==> src/sv/b2y420_pkg.sv <==
`timescale 1ns / 1ps
// ----------------------------------------------------------------------------
// b2y420_pkg
// Shared types, register indexes and conversion constants for the BGR to
// Y'CbCr 4:2:0 converter.
// ----------------------------------------------------------------------------
package b2y420_pkg;

  localparam int unsigned MAX_WIDTH_DEF = 2048;
  localparam int unsigned WIDTH_W       = 12;
  localparam int unsigned HEIGHT_W      = 13;
  localparam int unsigned ROW_W         = 12;
  localparam int unsigned ROWS_MAX      = 4096;
  localparam int unsigned CFG_ADDR_W    = 2;
  localparam int unsigned CFG_DATA_W    = 13;
  localparam int unsigned FIFO_DEPTH    = 8;
  localparam int unsigned FIFO_CNT_W    = $clog2(FIFO_DEPTH + 1);
  localparam int unsigned SUM_W         = 18;

  typedef enum logic [CFG_ADDR_W-1:0] {
    REG_SRC_WIDTH  = 2'd0,
    REG_SRC_HEIGHT = 2'd1,
    REG_HALF_SCALE = 2'd2
  } cfg_reg_e;

  localparam logic [SUM_W-1:0] Y_R     = 18'd306;
  localparam logic [SUM_W-1:0] Y_G     = 18'd601;
  localparam logic [SUM_W-1:0] Y_B     = 18'd117;
  localparam logic [SUM_W-1:0] CB_R    = 18'd173;
  localparam logic [SUM_W-1:0] CB_G    = 18'd339;
  localparam logic [SUM_W-1:0] CB_B    = 18'd512;
  localparam logic [SUM_W-1:0] CR_R    = 18'd512;
  localparam logic [SUM_W-1:0] CR_G    = 18'd429;
  localparam logic [SUM_W-1:0] CR_B    = 18'd83;
  localparam logic [SUM_W-1:0] C_OFFS  = 18'd131072;  // 128 << 10

  // blue [7:0], green [15:8], red [23:16]
  typedef logic [23:0] pix_t;

  typedef struct packed {
    logic half;
    logic lv;
    logic cv;
    logic fe;
  } flags_t;

  typedef struct packed {
    pix_t ul;
    pix_t up;
    pix_t left;
    pix_t cur;
  } window_t;

  typedef struct packed {
    logic       fe;
    logic       cv;
    logic       lv;
    logic [7:0] cr;
    logic [7:0] cb;
    logic [7:0] luma;
  } res_t;

  function automatic pix_t avg4(pix_t a, pix_t b, pix_t c, pix_t d);
    pix_t       r;
    logic [9:0] s;
    r = '0;
    for (int k = 0; k < 3; k++) begin
      s = 10'(a[8*k +: 8]) + 10'(b[8*k +: 8]) + 10'(c[8*k +: 8]) + 10'(d[8*k +: 8]);
      r[8*k +: 8] = s[9:2];
    end
    return r;
  endfunction

endpackage

==> src/sv/b2y420_fifo.sv <==
`timescale 1ns / 1ps
// ----------------------------------------------------------------------------
// b2y420_fifo
// Result queue driving the master stream side.
// ----------------------------------------------------------------------------
module b2y420_fifo
  import b2y420_pkg::*;
(
  input  logic                  clk_i,
  input  logic                  rst_ni,
  input  logic                  push_i,
  input  res_t                  res_i,
  output logic [FIFO_CNT_W-1:0] count_o,
  output logic                  valid_o,
  input  logic                  ready_i,
  output res_t                  res_o
);

  localparam int unsigned PW = $clog2(FIFO_DEPTH);

  res_t                  buf_q [FIFO_DEPTH];
  logic [PW-1:0]         wr_q, rd_q;
  logic [FIFO_CNT_W-1:0] cnt_q;
  logic                  pop;

  assign pop = valid_o && ready_i;

  always_ff @(posedge clk_i or negedge rst_ni) begin
    if (!rst_ni) begin
      wr_q  <= '0;
      rd_q  <= '0;
      cnt_q <= '0;
    end else begin
      if (push_i) begin
        wr_q <= (wr_q == PW'(FIFO_DEPTH - 1)) ? '0 : wr_q + 1'b1;
      end
      if (pop) begin
        rd_q <= (rd_q == PW'(FIFO_DEPTH - 1)) ? '0 : rd_q + 1'b1;
      end
      cnt_q <= cnt_q + FIFO_CNT_W'(push_i) - FIFO_CNT_W'(pop);
    end
  end

  always_ff @(posedge clk_i) begin
    if (push_i) begin
      buf_q[wr_q] <= res_i;
    end
  end

  assign valid_o = (cnt_q != '0);
  assign res_o   = buf_q[rd_q];
  assign count_o = cnt_q;

endmodule

==> config.mk <==
export PLATFORM = sky130hd
export DESIGN_NAME = b2y420_fifo
export DESIGN_NICKNAME = d
export VERILOG_FILES = /design/src/sv/b2y420_pkg.sv /design/src/sv/b2y420_fifo.sv
export SDC_FILE = /design/constraint.sdc
export NUM_CORES = 1
export LEC_CHECK = 0
export ABC_AREA = 0
export BUFFER_PORTS_ARGS = -buffer_cell sky130_fd_sc_hd__buf_2
export CAP_MARGIN = 20
export CORE_ASPECT_RATIO = 1.75
export CORE_MARGIN = 1
export CORE_UTILIZATION = 50
export DETAILED_ROUTE_END_ITERATION = 10
export GPL_ROUTABILITY_DRIVEN = 0
export PLACE_DENSITY = 0.76
export SYNTH_ARGS = -nofsm -noshare
export SYNTH_HDL_FRONTEND = slang
export SYNTH_SLANG_ARGS = --single-unit
==> constraint.sdc <==
create_clock -name clk_i -period 3.7 [get_ports clk_i]
set_clock_uncertainty 0.1 [all_clocks]
set_input_delay 0.925 -clock clk_i [delete_from_list [all_inputs] [get_ports clk_i]]
set_output_delay 0.925 -clock clk_i [all_outputs]
set_load 0.005 [all_outputs]
==> summary.txt <==
Yosys
  – Sequential fraction of the synthesis area: 0.7746
  – Post-synthesis xor/xnor area fraction: 0.002014
  – Compound-Gate Fraction of Synth Area: 0.002014
  – Synth cell types: 22
  – Mux share of post-synthesis cell area: 0.1813
  – Simple-Gate Fraction of Synth Area: 0.01036
  – Largest family of logic cells by synthesized area: multiplexers
  – Synthesized Nets: slightly above 400
  – Post-synthesis area per instance: 23.57 µm²
  – Adder-cell share of the synthesized area: 0.01525
  – #FFs+latches synth: 226
  – Mapped cell area: 8697 µm²
  – Synth Warn #: 0
  – Cell count after synthesis: 369

Power and ir drop
  – Maximum VDD drop: about 0.47 mV
  – PwrDens: 784.5 nW/µm²
  – Static Leak: 3.397 nW

Finish
  – Area grow syn2layout: 16.26%
  – Layout cells sized above 1: 0.4380
  – Nets: between 400 and 500

Clock network
  – Clock latency at the later pin of the worst-skew pair: roughly 500 ps
  – CTS buffer count: 20
  – Clock sink count: between 200 and 250
  – Hold_buf cts: 0
  – CTS tree: done
  – CTS H-tree lvls: 1
  – Post-CTS Setup Repair Bufs: 0
  – Post_cts resized: 0
  – Clock root buffer: clkbuf_16
  – CTS clk-pin slew, worst paths: 70 ps
  – CTS max path bufs: 3

Detailed routing
  – Number of DRC markers in iteration 0: between 200 and 250
  – DR top layer: met4
  – Number of routed nets with antenna violations: 0
  – First-pass DRT Iterations: 4
  – DRC viols: 0
  – Routed vias/inst: 5.641
  – Detailed Route WL: 15.92 mm
  – Wirelength per Cell: 22.84 µm
  – Vias: just under 4k
  – DR WL met2: 8.644 mm
  – Met1 wire length: 5.848 mm
  – Met3 WL: a little under 900 µm

Setup path
  – Arr. time, crit path: ~2500 ps
  – Crit. End Element: output port
  – CP max stage delay: 740 ps
  – Max FO, Critical Path: 25
  – Required @ worst endpoint: approximately 2700 ps
  – Slowest CP cell: dfrtp_4
  – Cell breakdown of the critical path: buf_4 -> mux4_2 -> mux2_2 -> buf_2
  – Worst setup path class: reg2out
  – Crit path launch type: flip-flop

Die
  – Die area: 17950 µm²
  – Initial core utilization: 0.5132
  – Top-Level Pins: 63
  – Chip height: about 180 µm
  – Floorplan die width: 101.7 µm
  – Row cnt: 63
  – Core area: 16950 µm²

Timing
  – Fmax achieved: 0.2828 GHz
  – Final Max Tran Viols: 0
  – RSZ-0062 raised after global routing: no
  – Setup WS post-layout: approximately 160 ps
  – Tmin final: 3536 ps
  – Final setup vio count: 0
  – Fin crit share: 0.9556
  – Post-Route Setup TNS: 0 ps
  – Hold Vio Cnt, Final: 0
  – Worst hold slack: 182.4 ps
  – Slew @ Worst Pin: 748.3 ps
  – Rel. slew slack: 0.5011

Global routing
  – Remaining Overflow, GRT: 0
  – Antenna violations before repair: 2
  – Vias in the first global route: 4272
  – First-pass GRT wire length: 24.70 mm
  – Largest net degree at the start of global routing: 29
  – Global router's overall resource usage: 0.1918

Job
  – Max Cap Viol: 0

Worst hold path
  – Worst min path class: in2async

Placed design
  – HPWL Detailed: roughly 9 mm
  – Port Buffers: between 60 and 70
  – Dpl ws: 683.8 ps

Status
  – Status: finished, final reports clean
-- where the power goes --
part | switching, mW | internal (mW)
combinational | 0.990 | 1.23
clock | 0.876 | 1.32
sequential | 0.294 | 3.22
total | 2.16 | 5.77
-- layout make-up --
cell class | count | area (µm²)
timing repair buffer | 78 | 455.4
antenna | 2 | 5.005
clock buffer | 23 | 533.0
multi-input combinational | 120 | 1889
sequential | 226 | 6741
clock inverter | 13 | 172.7
tap | 227 | 284.0
inverter | 8 | 30.03
fill | 1155 | 6837
-- worst paths after layout --
kind,startpoint,cells after the start,end,slack (ps)
max in group asynchronous,rst_ni,1,rd_q[0],3090
worst min-delay path,rst_ni,1,count_o[3],180
min in group clk_i,wr_q[2],1,wr_q[2],480
worst max-delay path,rd_q[0],4,res_o[19],160
worst min register to register,wr_q[2],1,wr_q[2],480
worst max register to register,count_o[2],10,count_o[2],1080
-- cell usage in the layout (no fill, tap or decap), types with 2 or more instances in the layout --
cell	instances
buf_12	2
buf_2	62
buf_4	14
bufinv_16	4
clkbuf_1	2
clkbuf_16	21
clkinv_1	4
clkinv_2	2
dfrtp_1	8
diode_2	2
edfxtp_1	216
ha_1	9
inv_1	8
mux2_2	32
mux4_2	54
nand2_1	4
nand2b_1	2
nor2_1	2
nor2_4	6
nor3_2	2
xor2_1	2
-- stage by stage --
step	instances	power [mW]	area (µm²)	util
after floorplan	369	4.998	8697	-
after global placement	659	5.713	9400	0.5547
after detailed placement	659	5.814	9400	0.5547
after CTS	695	8.033	10110	0.5963
after global routing	697	8.289	10110	0.5966
final	697	7.932	10110	0.5966
-- sequential cells by signal, summed over array words and instances, names as in the netlist --
register,count
rd_q,3
wr_q,3
buf_q,216
count_o,4
-- logic make-up (layout without fill, tap and decap cells) --
group	count (synthesis)	in the layout
AO/OA/AOI/OAI	3	3
multiplexers	86	86
adder cells (fa/ha/maj)	10	10
flip-flops	226	226
buffers and inverters	23	122
other	0	2
XOR/XNOR	2	2
AND/OR/NAND/NOR	19	19
-- synthesized netlist by cell type --
library cell | instances | share of area
edfxtp_1 | 216 | 0.75
mux4_2 | 54 | 0.14
mux2_2 | 32 | 0.041
dfrtp_1 | 10 | 0.029
ha_1 | 9 | 0.013
inv_1 | 8 | 0.0035
nor2_1 | 8 | 0.0035
buf_1 | 5 | 0.0022
buf_6 | 5 | 0.0065
nand2_1 | 4 | 0.0017
clkbuf_1 | 3 | 0.0013
buf_2 | 2 | 0.0012
nand2b_1 | 2 | 0.0014
nor3_1 | 2 | 0.0012
xor2_1 | 2 | 0.0020
a21o_1 | 1 | 0.00086
a21oi_1 | 1 | 0.00057
fa_1 | 1 | 0.0023
nand3b_1 | 1 | 0.00086
nor2b_1 | 1 | 0.00072
o21ai_0 | 1 | 0.00057
or3b_2 | 1 | 0.0010
-- worst max-delay path: cells and delay by family (launching register included) --
kind	cells	cell delay (ps)
buffers and inverters	2	440
multiplexers	2	820
flip-flops	1	740
-- routing by layer --
metal,vias up,GRT usage
met5,-,0
met4,0,0.08816
met3,39,0.02534
met2,130,0.3356
met1,2054,0.2336
li1,1709,-
Power figures use the tool's default switching activity.
