[config.mk]
export PLATFORM = sky130hd
export DESIGN_NAME = b2y420_csc
export DESIGN_NICKNAME = d
export VERILOG_FILES = /design/src/sv/b2y420_pkg.sv /design/src/sv/b2y420_csc.sv
export SDC_FILE = /design/constraint.sdc
export NUM_CORES = 1
export LEC_CHECK = 0
export BUFFER_PORTS_ARGS = -buffer_cell sky130_fd_sc_hd__buf_2
export CAP_MARGIN = 20
export CORE_UTILIZATION = 40
export CTS_CLUSTER_DIAMETER = 30
export DETAILED_ROUTE_END_ITERATION = 6
export PLACE_DENSITY = 0.58
export SLEW_MARGIN = 5
export SYNTH_ARGS = -nofsm -noshare
export SYNTH_HDL_FRONTEND = slang
export SYNTH_SLANG_ARGS = --single-unit
[constraint.sdc]
create_clock -name clk_i -period 6.85 [get_ports clk_i]
set_input_delay 0.685 -clock clk_i [delete_from_list [all_inputs] [get_ports clk_i]]
set_output_delay 0.685 -clock clk_i [all_outputs]
set_load 0.1 [all_outputs]
[src/sv/b2y420_pkg.sv]
`timescale 1ns / 1ps
// ----------------------------------------------------------------------------
// b2y420_pkg
// Shared types, register indexes and conversion constants for the BGR to
// Y'CbCr 4:2:0 converter.
// ----------------------------------------------------------------------------
package b2y420_pkg;

  localparam int unsigned MAX_WIDTH_DEF = 2048;
  localparam int unsigned WIDTH_W       = 12;
  localparam int unsigned HEIGHT_W      = 13;
  localparam int unsigned ROW_W         = 12;
  localparam int unsigned ROWS_MAX      = 4096;
  localparam int unsigned CFG_ADDR_W    = 2;
  localparam int unsigned CFG_DATA_W    = 13;
  localparam int unsigned FIFO_DEPTH    = 8;
  localparam int unsigned FIFO_CNT_W    = $clog2(FIFO_DEPTH + 1);
  localparam int unsigned SUM_W         = 18;

  typedef enum logic [CFG_ADDR_W-1:0] {
    REG_SRC_WIDTH  = 2'd0,
    REG_SRC_HEIGHT = 2'd1,
    REG_HALF_SCALE = 2'd2
  } cfg_reg_e;

  localparam logic [SUM_W-1:0] Y_R     = 18'd306;
  localparam logic [SUM_W-1:0] Y_G     = 18'd601;
  localparam logic [SUM_W-1:0] Y_B     = 18'd117;
  localparam logic [SUM_W-1:0] CB_R    = 18'd173;
  localparam logic [SUM_W-1:0] CB_G    = 18'd339;
  localparam logic [SUM_W-1:0] CB_B    = 18'd512;
  localparam logic [SUM_W-1:0] CR_R    = 18'd512;
  localparam logic [SUM_W-1:0] CR_G    = 18'd429;
  localparam logic [SUM_W-1:0] CR_B    = 18'd83;
  localparam logic [SUM_W-1:0] C_OFFS  = 18'd131072;  // 128 << 10

  // blue [7:0], green [15:8], red [23:16]
  typedef logic [23:0] pix_t;

  typedef struct packed {
    logic half;
    logic lv;
    logic cv;
    logic fe;
  } flags_t;

  typedef struct packed {
    pix_t ul;
    pix_t up;
    pix_t left;
    pix_t cur;
  } window_t;

  typedef struct packed {
    logic       fe;
    logic       cv;
    logic       lv;
    logic [7:0] cr;
    logic [7:0] cb;
    logic [7:0] luma;
  } res_t;

  function automatic pix_t avg4(pix_t a, pix_t b, pix_t c, pix_t d);
    pix_t       r;
    logic [9:0] s;
    r = '0;
    for (int k = 0; k < 3; k++) begin
      s = 10'(a[8*k +: 8]) + 10'(b[8*k +: 8]) + 10'(c[8*k +: 8]) + 10'(d[8*k +: 8]);
      r[8*k +: 8] = s[9:2];
    end
    return r;
  endfunction

endpackage

[src/sv/b2y420_csc.sv]
`timescale 1ns / 1ps
// ----------------------------------------------------------------------------
// b2y420_csc
// Averaging and fixed-point BT.601 color conversion, two register stages.
// ----------------------------------------------------------------------------
module b2y420_csc
  import b2y420_pkg::*;
(
  input  logic       clk_i,
  input  logic       rst_ni,
  input  logic       valid_i,
  input  flags_t     flags_i,
  input  window_t    win_i,
  output logic       valid_o,
  output res_t       res_o,
  output logic [1:0] busy_o
);

  logic   v2_q, v3_q;
  flags_t flags2_q, flags3_q;
  pix_t   ypix_q, cpix_q;
  pix_t   avg;
  logic [SUM_W-1:0] ysum_d, cbs_d, crs_d;
  logic [SUM_W-1:0] ysum_q, cbs_q, crs_q;
  logic [SUM_W-1:0] yb, yg, yr, cb_b, cb_g, cb_r;
  logic [7:0] cbq;

  assign avg = avg4(win_i.ul, win_i.up, win_i.left, win_i.cur);

  always_ff @(posedge clk_i or negedge rst_ni) begin
    if (!rst_ni) begin
      v2_q <= 1'b0;
      v3_q <= 1'b0;
    end else begin
      v2_q <= valid_i;
      v3_q <= v2_q;
    end
  end

  always_ff @(posedge clk_i) begin
    flags2_q <= flags_i;
    ypix_q   <= flags_i.half ? avg : win_i.cur;
    cpix_q   <= avg;
  end

  assign yb = SUM_W'(ypix_q[7:0]);
  assign yg = SUM_W'(ypix_q[15:8]);
  assign yr = SUM_W'(ypix_q[23:16]);
  assign cb_b = SUM_W'(cpix_q[7:0]);
  assign cb_g = SUM_W'(cpix_q[15:8]);
  assign cb_r = SUM_W'(cpix_q[23:16]);

  assign ysum_d = Y_R * yr + Y_G * yg + Y_B * yb;
  assign cbs_d  = C_OFFS + CB_R * cb_r + CB_G * cb_g - CB_B * cb_b;
  assign crs_d  = C_OFFS + CR_R * cb_r - CR_G * cb_g - CR_B * cb_b;

  always_ff @(posedge clk_i) begin
    flags3_q <= flags2_q;
    ysum_q   <= ysum_d;
    cbs_q    <= cbs_d;
    crs_q    <= crs_d;
  end

  assign cbq = cbs_q[SUM_W-1:10];

  always_comb begin
    res_o.fe   = flags3_q.fe;
    res_o.lv   = flags3_q.lv;
    res_o.cv   = flags3_q.cv;
    res_o.luma = flags3_q.lv ? ysum_q[SUM_W-1:10] : 8'd0;
    res_o.cb   = 8'd0;
    res_o.cr   = 8'd0;
    if (flags3_q.cv) begin
      res_o.cb = (cbq == 8'd0) ? 8'hFF : 8'(~cbq + 8'd1);
      res_o.cr = crs_q[SUM_W-1:10];
    end
  end

  assign valid_o = v3_q;
  assign busy_o  = 2'(v2_q) + 2'(v3_q);

endmodule

==> flow_summary_export.csv <==
group,metric,value,unit
outcome,status,"finished clean",
detailed_routing,drc,0,
detailed_routing,firstDrtPassIters,5,
global_routing,grt_max_degree,31,
global_routing,grt_pass1_wl,46700,um
final_layout,area_growth,11.6,%
setup_path,cp-end-kind,"flip-flop",
detailed_routing,wl_met2,13700,um
cts,clockRootBuffer,"clkbuf_16",
detailed_routing,num_vias,8623,
sta,tns,0,ns
final_layout,final_cell_mix,"inv_1 (353), ha_1 (294), fa_1 (228)",
synth,synth_ff_type,"dfxtp_1",
cts,path_clk_slew,0.07,ns
global_routing,grt_usage,18.0,%
cts,ctsResizeCount,0,
cts,clk_path_buf_depth,2,
cts,numCtsBuffers,9,
final_layout,nFillCells,3169,
cts,cts_max_level,3,
global_routing,grt_antenna_before_repair,2,
placed_design,io_buffer_count,132,
sta,period_share,86.0,%
cts,clock_latency,0.35,ns
sta,relSlewSlack,52.3,%
synth,syn_nets,1901,
floorplanning,ios,133,
sta,finalClockSkew,0.0160,ns
final_layout,multi_input_area,10300,um^2
sta,drv_slew,0,
setup_path,start_kind,"flip-flop",
worst_hold_path,hp-class,"primary input to asynchronous set/reset pin",
floorplanning,core_area,32600,um^2
synth,yosysSeqAreaShare,12.1,%
setup_path,crit_fanout,4,
floorplanning,die_area,34000,um^2
synth,syn_area_per_cell,10.4,um^2
setup_path,setup.worst_path.class,"flip-flop to flip-flop",
detailed_routing,wl_met1,13300,um
final_layout,final_core_util,45.5,%
sta,hold_violations,0,
setup_path,arrival,6.18,ns
setup_path,rrSetupSlack,0.96,ns
detailed_routing,wl_per_cell,15.2,um
final_layout,fin_area,14800,um^2
detailed_routing,antenna_left,0,
setup_path,worstRegToRegCells,23,
synth,async_flop_share,2.50,%
detailed_routing,drt_iter0_markers,300,
synth,ys_seq_elements,80,
sta,max_freq,0.170,GHz
global_routing,grt_overflow,0,
cts,clkSinkCount,80,
placed_design,finalWeightedCongestion,0.852,
floorplanning,rows,66,
synth,syn-cell-area,13300,um^2
cts,cts_setup_buffers,0,
sta,rsz0062_at_grt,"false",
detailed_routing,top_layer,"met5",
cts,cts_tree,"yes",
sta,fin_crit,5.89,ns
run,maxCapViolCount,0,
cts,hold_buffers,0,
sta,worst_pin_slew,0.715,ns
placed_design,place.detailed.hpwl,25800,um
final_layout,num-nets-final,2040,
floorplanning,fp.dieW,184,um
synth,synth.distinct_cells,54,
setup_path,cp.required,7.14,ns
global_routing,grt_pass1_vias,9242,
synth,ys.warnings.count,0,
detailed_routing,wl_met3,1080,um
final_layout,diodes,0,
final_layout,final_common_cell,"inv_1",
floorplanning,fp.dieH,184,um
final_layout,drive_gt1_share,12.4,%
sta,setup_violations,0,
synth,synth-edff-count,0,
detailed_routing,drt-vias-per-instance,4.63,
final_layout,seq_area,1610,um^2
placed_design,dpl_cell_area,14500,um^2
detailed_routing,finalWirelength,28300,um
floorplanning,initial_core_util,40.8,%
synth,syn_inst,1276,
-- routing by layer --
layer | track usage, % | vias to the layer above
li1 | - | 4277
met1 | 24.0 | 4171
met2 | 31.3 | 151
met3 | 2.55 | 22
met4 | 3.17 | 2
met5 | 0 | -
-- critical path: stages (launching register included) --
cell and delay, ns:
dfxtp_1 0.41, ha_1 0.27, ha_1 0.28, inv_1 0.04, fa_1 0.48, inv_1 0.05
ha_1 0.21, fa_1 0.46, a21o_1 0.17, a21oi_1 0.22, o21bai_1 0.09, a21oi_1 0.21
xnor2_1 0.11, ha_1 0.28, inv_1 0.05, fa_1 0.48, fa_1 0.49, inv_1 0.04
ha_1 0.31, a21o_1 0.17, a21o_1 0.19, o41ai_1 0.50, o21ba_2 0.21, xnor2_1 0.10
-- cells in the mapped netlist (2+ instances only) --
| master | number | area [um^2] |
|---|---|---|
| inv_1 | 353 | 1330 |
| and4b_1 | 3 | 30.0 |
| ha_1 | 294 | 3680 |
| a31oi_1 | 4 | 25.0 |
| a21oi_1 | 29 | 145 |
| nor2b_1 | 9 | 56.3 |
| a21o_1 | 10 | 75.1 |
| and2_1 | 16 | 100 |
| xnor2_1 | 34 | 298 |
| o211ai_1 | 2 | 15.0 |
| nand3b_1 | 3 | 22.5 |
| dfrtp_1 | 2 | 50.1 |
| nand3_1 | 7 | 35.0 |
| nor4_1 | 2 | 12.5 |
| xor2_1 | 9 | 78.8 |
| fa_1 | 228 | 4560 |
| or3_1 | 5 | 31.3 |
| and3_1 | 3 | 18.8 |
| o21a_1 | 17 | 128 |
| clkbuf_1 | 4 | 15.0 |
| nor3b_1 | 3 | 22.5 |
| nand2_1 | 19 | 71.3 |
| a21boi_0 | 7 | 52.6 |
| nor3_1 | 17 | 85.1 |
| o21bai_1 | 3 | 22.5 |
| o21ai_1 | 2 | 10.0 |
| o21ai_0 | 26 | 130 |
| mux2_2 | 18 | 203 |
| o21ba_2 | 2 | 20.0 |
| dfxtp_1 | 78 | 1560 |
| nor2_1 | 44 | 165 |
-- path summary, 6_finish.rpt --
path                             start         end
max                         ypix_q[18]  ysum_q[17]
min                             rst_ni        v2_q
max reg2reg                 ypix_q[18]  ysum_q[17]
min reg2reg                flags2_q[1]   res_o[25]
max in group asynchronous       rst_ni     valid_o
min in group clk_i         flags2_q[1]   res_o[25]
-- area by class of cell --
cell class | count | area share [%]
clock buffers | 10 | 1.54
clock inverters | 6 | 0.784
inverters | 353 | 8.93
multi-input cells | 839 | 69.7
flip-flops and latches | 80 | 10.9
well taps | 442 | 3.73
repair buffers | 132 | 4.45
-- kinds of logic after synthesis --
family	count (synthesis)	synth area share [%]
adder cells (fa/ha/maj)	522	62.0
AND/OR/NAND/NOR	140	5.49
AO/OA/AOI/OAI	116	5.94
flip-flops	80	12.1
multiplexers	18	1.52
buffers and inverters	357	10.1
XOR/XNOR	43	2.83
-- stage by stage --
step | setup slack (ns) | hold slack [ns] | cells
2_1_floorplan | 1.34 | 0.310 | 1276
3_3_place_gp | 1.03 | 0.310 | 1846
3_5_place_dp | 0.929 | 0.315 | 1846
4_1_cts | 0.922 | 0.0940 | 1862
5_1_grt | 0.513 | 0.0916 | 1862
6_report | 0.959 | 0.107 | 1862
-- flip-flops by register name (all words and copies together), names as in the netlist --
signal / flops
flags2_q: 3
ysum_q: 8
res_o: 3
v2_q: 1
cpix_q: 24
cbs_q: 8
valid_o: 1
ypix_q: 24
crs_q: 8
Power is left out: the tool's default activity adds up to more than one toggle a clock period on the data nets, which glitch-free logic cannot reach.
